## config.mk

```make
export PLATFORM = sky130hd
export DESIGN_NAME = erc_cell
export DESIGN_NICKNAME = d
export VERILOG_FILES = /design/src/design/erc_pkg.sv /design/src/design/erc_cell.sv
export SDC_FILE = /design/constraint.sdc
export NUM_CORES = 1
export LEC_CHECK = 0
export BUFFER_PORTS_ARGS = -buffer_cell sky130_fd_sc_hd__buf_2
export CORE_AREA = 2 2 323 325
export CTS_CLUSTER_SIZE = 16
export DETAILED_ROUTE_END_ITERATION = 7
export DIE_AREA = 0 0 325 327
export GPL_ROUTABILITY_DRIVEN = 1
export PLACE_DENSITY_LB_ADDON = 0.12
export SYNTH_ARGS = -nofsm -noshare
export SYNTH_HDL_FRONTEND = slang
export SYNTH_SLANG_ARGS = --single-unit
```

## constraint.sdc

```tcl
create_clock -name clk -period 3.4 [get_ports clk]
set_input_delay 0.17 -clock clk [delete_from_list [all_inputs] [get_ports clk]]
set_output_delay 0.17 -clock clk [all_outputs]
set_load 0.05 [all_outputs]
```

## src/design/erc_pkg.sv

```systemverilog
// shared types, constants and helpers for the euler rotation unit
`default_nettype none
package erc_pkg;
  localparam int CordicStepsDef = 16;
  localparam int AngleBitsDef   = 16;
  localparam int AtanCount      = 30;
  localparam logic signed [33:0] GainQ30 = 34'sd652032874;
  localparam logic signed [33:0] OneQ30  = 34'sd1073741824;

  typedef enum logic [2:0] {
    ORD_XYZ = 3'd0, ORD_XZY = 3'd1, ORD_YXZ = 3'd2,
    ORD_YZX = 3'd3, ORD_ZXY = 3'd4, ORD_ZYX = 3'd5
  } order_t;

  typedef logic signed [31:0] q30_t;

  function automatic logic [31:0] atan_lut(input logic [4:0] i);
    logic [31:0] v;
    case (i)
      5'd0:  v = 32'h20000000; 5'd1:  v = 32'h12E4051D; 5'd2:  v = 32'h09FB385B;
      5'd3:  v = 32'h051111D4; 5'd4:  v = 32'h028B0D43; 5'd5:  v = 32'h0145D7E1;
      5'd6:  v = 32'h00A2F61E; 5'd7:  v = 32'h00517C55; 5'd8:  v = 32'h0028BE53;
      5'd9:  v = 32'h00145F2E; 5'd10: v = 32'h000A2F98; 5'd11: v = 32'h000517CC;
      5'd12: v = 32'h00028BE6; 5'd13: v = 32'h000145F3; 5'd14: v = 32'h0000A2F9;
      5'd15: v = 32'h0000517C; 5'd16: v = 32'h000028BE; 5'd17: v = 32'h0000145F;
      5'd18: v = 32'h00000A2F; 5'd19: v = 32'h00000517; 5'd20: v = 32'h0000028B;
      5'd21: v = 32'h00000145; 5'd22: v = 32'h000000A2; 5'd23: v = 32'h00000051;
      5'd24: v = 32'h00000028; 5'd25: v = 32'h00000014; 5'd26: v = 32'h0000000A;
      5'd27: v = 32'h00000005; 5'd28: v = 32'h00000002; 5'd29: v = 32'h00000001;
      default: v = 32'h0;
    endcase
    return v;
  endfunction

  // clamp a wide value to [-2^30, 2^30]
  function automatic q30_t clamp_q30(input logic signed [67:0] v);
    q30_t r;
    if (v > 68'sd1073741824) r = 32'sd1073741824;
    else if (v < -68'sd1073741824) r = -32'sd1073741824;
    else r = v[31:0];
    return r;
  endfunction

  // round half up from q30 product sum, then clamp
  function automatic q30_t round_q30(input logic signed [67:0] acc);
    logic signed [67:0] t;
    t = (acc + 68'sd536870912) >>> 30;
    return clamp_q30(t);
  endfunction
endpackage
`default_nettype wire

```

## src/design/erc_cell.sv

```systemverilog
// one cordic micro-rotation cell for three angles side by side
`default_nettype none
module erc_cell
  import erc_pkg::*;
#(
  parameter int STEP = 0
) (
  input  wire logic               clk,
  input  wire logic               rst_n,
  input  wire logic               adv,
  input  wire logic               vld_i,
  input  wire logic signed [33:0] x_i [3],
  input  wire logic signed [33:0] y_i [3],
  input  wire logic signed [33:0] z_i [3],
  input  wire logic [2:0]         flip_i,
  input  wire logic [98:0]        side_i,
  output logic                    vld_o,
  output logic signed [33:0]      x_o [3],
  output logic signed [33:0]      y_o [3],
  output logic signed [33:0]      z_o [3],
  output logic [2:0]              flip_o,
  output logic [98:0]             side_o
);
  localparam logic [4:0] Idx = 5'(STEP);
  logic signed [33:0] x_nxt [3];
  logic signed [33:0] y_nxt [3];
  logic signed [33:0] z_nxt [3];
  logic signed [33:0] at;

  always_comb begin
    at = $signed({2'b00, atan_lut(Idx)});
    for (int a = 0; a < 3; a++) begin
      if (!z_i[a][33]) begin
        x_nxt[a] = x_i[a] - (y_i[a] >>> STEP);
        y_nxt[a] = y_i[a] + (x_i[a] >>> STEP);
        z_nxt[a] = z_i[a] - at;
      end else begin
        x_nxt[a] = x_i[a] + (y_i[a] >>> STEP);
        y_nxt[a] = y_i[a] - (x_i[a] >>> STEP);
        z_nxt[a] = z_i[a] + at;
      end
    end
  end

  always_ff @(posedge clk) begin
    if (!rst_n) begin
      vld_o <= 1'b0;
    end else if (adv) begin
      vld_o <= vld_i;
    end
    if (adv) begin
      x_o    <= x_nxt;
      y_o    <= y_nxt;
      z_o    <= z_nxt;
      flip_o <= flip_i;
      side_o <= side_i;
    end
  end
endmodule
`default_nettype wire

```

# After elaboration in Yosys (flattened, before gate mapping)
# Index checks and enable logic that the tools add are counted.
word_totals:
  input_bits: 412
  reg_bits: 409
  word_cells: 36
op_classes:
  n_mux: 9
  add_sub_neg: 15
op_table:
  columns: ["cell", "count"]
  rows:
  - ["$mux 34", 9]
  - ["$sub 34x34->34", 6]
  - ["$add 34x31->34 const B", 3]
  - ["$add 34x34->34", 3]
  - ["$sub 34x31->34 const B", 3]

# Depth between registers and ports, before layout
logic_depth:
  ltp_word: 2
  depth_mapped: 12
  depth_no_buf: 12

# Worst setup path before layout
# Ideal clock, no wire load.
synth_timing:
  path_type: "input port to flip-flop"
  start: "in x_i[0] (netlist bit)"
  end: "reg y_o[28] (netlist bit) (data pin)"
  n_path_buf: 0
  arrival_ps: 2434
  slack_ps: 699
  required_ps: 3134
  stages: 11
  setup_ps: 266
  path_cell_list: "ha_1 -> fa_1 -> nand2b_1 -> a211oi_1 -> o311ai_2 -> a211oi_1 -> or3_1 -> or3b_1 -> nand2_1 -> o31ai_1 -> xnor2_1"
synth_rtl:
  columns: ["item", "line", "text"]
  rows:
  - ["from (decl)", "erc_cell.sv:12", "input wire logic signed [33:0] x_i [3],"]
  - ["to (signal assigned)", "erc_cell.sv:53", "y_o <= y_nxt;"]
  - ["to (decl)", "erc_cell.sv:19", "output logic signed [33:0] y_o [3],"]

==> metrics.md <==
| Metric | Value |
|---|---|
| Status | `finished, final reports clean` |
| CTS max path bufs | `3` |
| Fin. Hold Viols | `0` |
| Routability Congestion | `0.907` |
| CP Capture Type | `flop` |
| Seq/Total Area, Yosys | `40.5%` |
| Gate Count Post-Synth | `3174` |
| Fmax | `0.307 GHz` |
| Reg clk slew, reported paths | `0.06 ns` |
| Core Region | `103000 sq um` |
| H-tree levels | `2` |
| Hold Slack | `0.0472 ns` |
| MaxCap Viol Count | `0` |
| CP Launch Type | `primary input` |
| Min cycle time layout | `3.26 ns` |
| Vias per cell | `4.97` |
| Final cell count without fillers | `5761` |
| TritonCTS Buffers | `50` |
| Die area | `106000 sq um` |
| Rows | `118` |
| First-pass GRT wire length | `179 mm` |
| Clock Skew | `0 ns` |
| Hpwl dp | `98.9 mm` |
| # setup viols final | `0` |
| Clock Sinks | `406` |
| Pleak | `18.0 nW` |
| Slew at the pin closest to its max-slew limit | `0.834 ns` |
| Layout Nets | `5057` |
| Drt wl/cell | `21.1 um` |
| Synth Flop Type | `edfxtp_1` |
| Async SR Flop Fraction | `0%` |
| Synth warn | `0` |
| Ports | `821` |
| Register bit total from synthesis | `406` |
| Number of global-route vias before repair | `28800` |
| Post-synth top area share | `40.4%` |
| Pin count of the biggest net entering global routing | `87` |
| P&R area growth vs syn | `35.6%` |
| CTS tree | `done` |
| Overflow left after global routing | `0` |
| Critical path arrival | `3.60 ns` |
| CP Class | `primary input to flop` |
| Syn avg cell area | `9.47 sq um` |
| Post-synth EDFFs | `405` |
| Initial core utilization | `29.2%` |
| Die width | `325 um` |
| Post-CTS Setup Inserts | `0` |
| Net Count, Synth | `3907` |
| Final slew viol count | `0` |
| DIE HEIGHT | `327 um` |
| Routed Antenna Nets | `0` |
| Initial DRC count | `2255` |
| Normalized max-slew margin | `44.4%` |
| Pwr/cell area | `478 nW/um^2` |
| Clock Latency Late Sink | `0.61 ns` |
| Post-Place Cells | `5441` |
| Largest cells by area after synthesis | `edfxtp_1 (40%), ha_1 (13%), a21oi_1 (6.3%)` |
| Peak supply drop | `0.359 mV` |
| Netlist Area Pre-Place | `30100 sq um` |
| Initial DRT Pass Iterations | `8` |
| Post-synth top area cell | `edfxtp_1` |
| Share of cells above drive strength 1 | `26.2%` |
| Vias post-DR | `28600` |
| Total GRT Usage | `21.9%` |
| CTS root buf | `clkbuf_16` |
| Design Power | `19.5 mW` |
| Unique cell type count in the Yosys netlist | `92` |
| HP Class | `primary input to flop` |
| Buffers on Ports | `820` |
| CP Max Fanout | `3` |
| WL final | `122 mm` |
| Initial antenna violation count | `36` |
| Residual DRC | `0` |
| Worst EP required | `3.74 ns` |
| Fin crit share | `95.8%` |
| RSZ-0062 raised after global routing | `no` |
[flip-flops by register name, summed over array words and instances, names as in the netlist]
name	cells
flip_o	3
side_o	99
vld_o	1
x_o	102
y_o	99
z_o	102
[logic make-up (layout without fill, tap and decap cells)]
family	count (synthesis)	in the layout	synth area share (%)
adder cells (fa/ha/maj)	321	321	13.7
XOR/XNOR	200	200	5.83
multiplexers	42	42	1.41
buffers and inverters	448	1640	5.76
AO/OA/AOI/OAI	1033	1033	21.4
other	0	15	0
AND/OR/NAND/NOR	724	724	11.4
flip-flops	406	406	40.5
[synth_stat cells (6+ instances only)]
master and instances:
clkinv_1 8, buf_2 23, nor3_1 69, edfxtp_1 405, or3_1 24, a211oi_1 46, o31ai_1 24, nand2b_1 23
and3_1 11, a221oi_1 6, o21bai_1 65, clkbuf_1 85, a31oi_1 21, a211o_1 10, a22oi_1 6, inv_1 303
a21boi_0 13, or4_1 7, buf_1 21, a21o_1 63, o22ai_1 9, o211ai_1 25, nor4_1 20, o31a_1 14
fa_1 12, o21ai_0 231, xor2_1 28, and2_1 15, ha_1 309, a21oi_1 379, nand3_1 43, o221ai_1 8
nand2_1 155, nor2_1 253, o21a_1 27, o41ai_1 9, mux2i_1 40, a2111oi_0 7, nand4_1 32, nor2b_1 44
xnor2_1 172
[final cells by class]
type,instances,area [sq um]
Timing Repair Buffer,1232,7810
Antenna cell,15,37.5
Tap cell,1380,1730
Sequential cell,406,12200
Fill cell,10500,62100
Clock buffer,56,1270
Inverter,314,1180
Multi-Input combinational cell,2320,16200
Clock inverter,38,364
[timing repair]
item / 4_1_cts / 5_1_grt
setup endpoints to repair: 0 / 13
hold buffers: 211 / 0
gates resized for setup: 0 / 12
endpoints found under the hold margin: 210 / 0
[layout by cell type, fill, tap and decap left out, drive strengths merged, types with 44 or more instances in the layout]
cell / synthesis / routed
ha: 309 / 309
clkbuf: 85 / 56
a211oi: 47 / 47
buf: 49 / 1021
dlygate4sd3: 0 / 211
nor3: 70 / 70
a21oi: 380 / 380
nor2: 253 / 253
nor2b: 44 / 44
edfxtp: 405 / 405
nand2: 156 / 156
o21bai: 65 / 65
a21o: 63 / 63
xnor2: 172 / 172
o21ai: 237 / 237
inv: 306 / 313
[power breakdown]
part           internal [mW]  switching, mW
registers               6.33          0.182
logic                   2.29           5.33
clock network           3.05           2.33
[worst paths after layout]
path                       from            endpoint  slack (ns)  depth (start not counted)
max reg2reg  vld_o$_SDFFE_PN0P_  vld_o$_SDFFE_PN0P_        2.25                          3
min reg2reg  vld_o$_SDFFE_PN0P_  vld_o$_SDFFE_PN0P_        1.09                          3
max                     y_i[68]   x_o[98]$_DFFE_PP_        0.14                         14
min                    y_i[101]  y_o[101]$_DFFE_PP_        0.05                          3
[per-stage QoR]
| step | setup WS (ns) | instance area, sq um | TNS, ns | utilization, % |
|---|---|---|---|---|
| after global routing | 0.0119 | 40800 | 0 | 39.6 |
| after detailed placement | -0.104 | 36900 | -0.220 | 35.9 |
| after CTS | 0.0773 | 40700 | 0 | 39.5 |
| after floorplan | 0.699 | 30100 | 0 | - |
| final | 0.143 | 40800 | 0 | 39.6 |
| after global placement | -0.111 | 36900 | -0.230 | 35.9 |
[critical path: stages]
cell and delay (ns):
dlygate4sd3_1 0.56, buf_2 0.15, ha_1 0.21, fa_1 0.42, nor2b_1 0.19, o2111ai_1 0.22, a31oi_1 0.39, a21oi_1 0.21
o211a_1 0.27, o31ai_1 0.25, buf_4 0.19, a2111oi_0 0.09, a21oi_1 0.19, xor2_1 0.09
[routing by layer]
metal  global-route usage [%]  wire (um)
met1                     27.8      51600
met2                     35.7      56100
met3                     6.64      10600
met4                     6.66       3310
met5                        0         98
No activity file was read; power rests on OpenSTA's default activity.
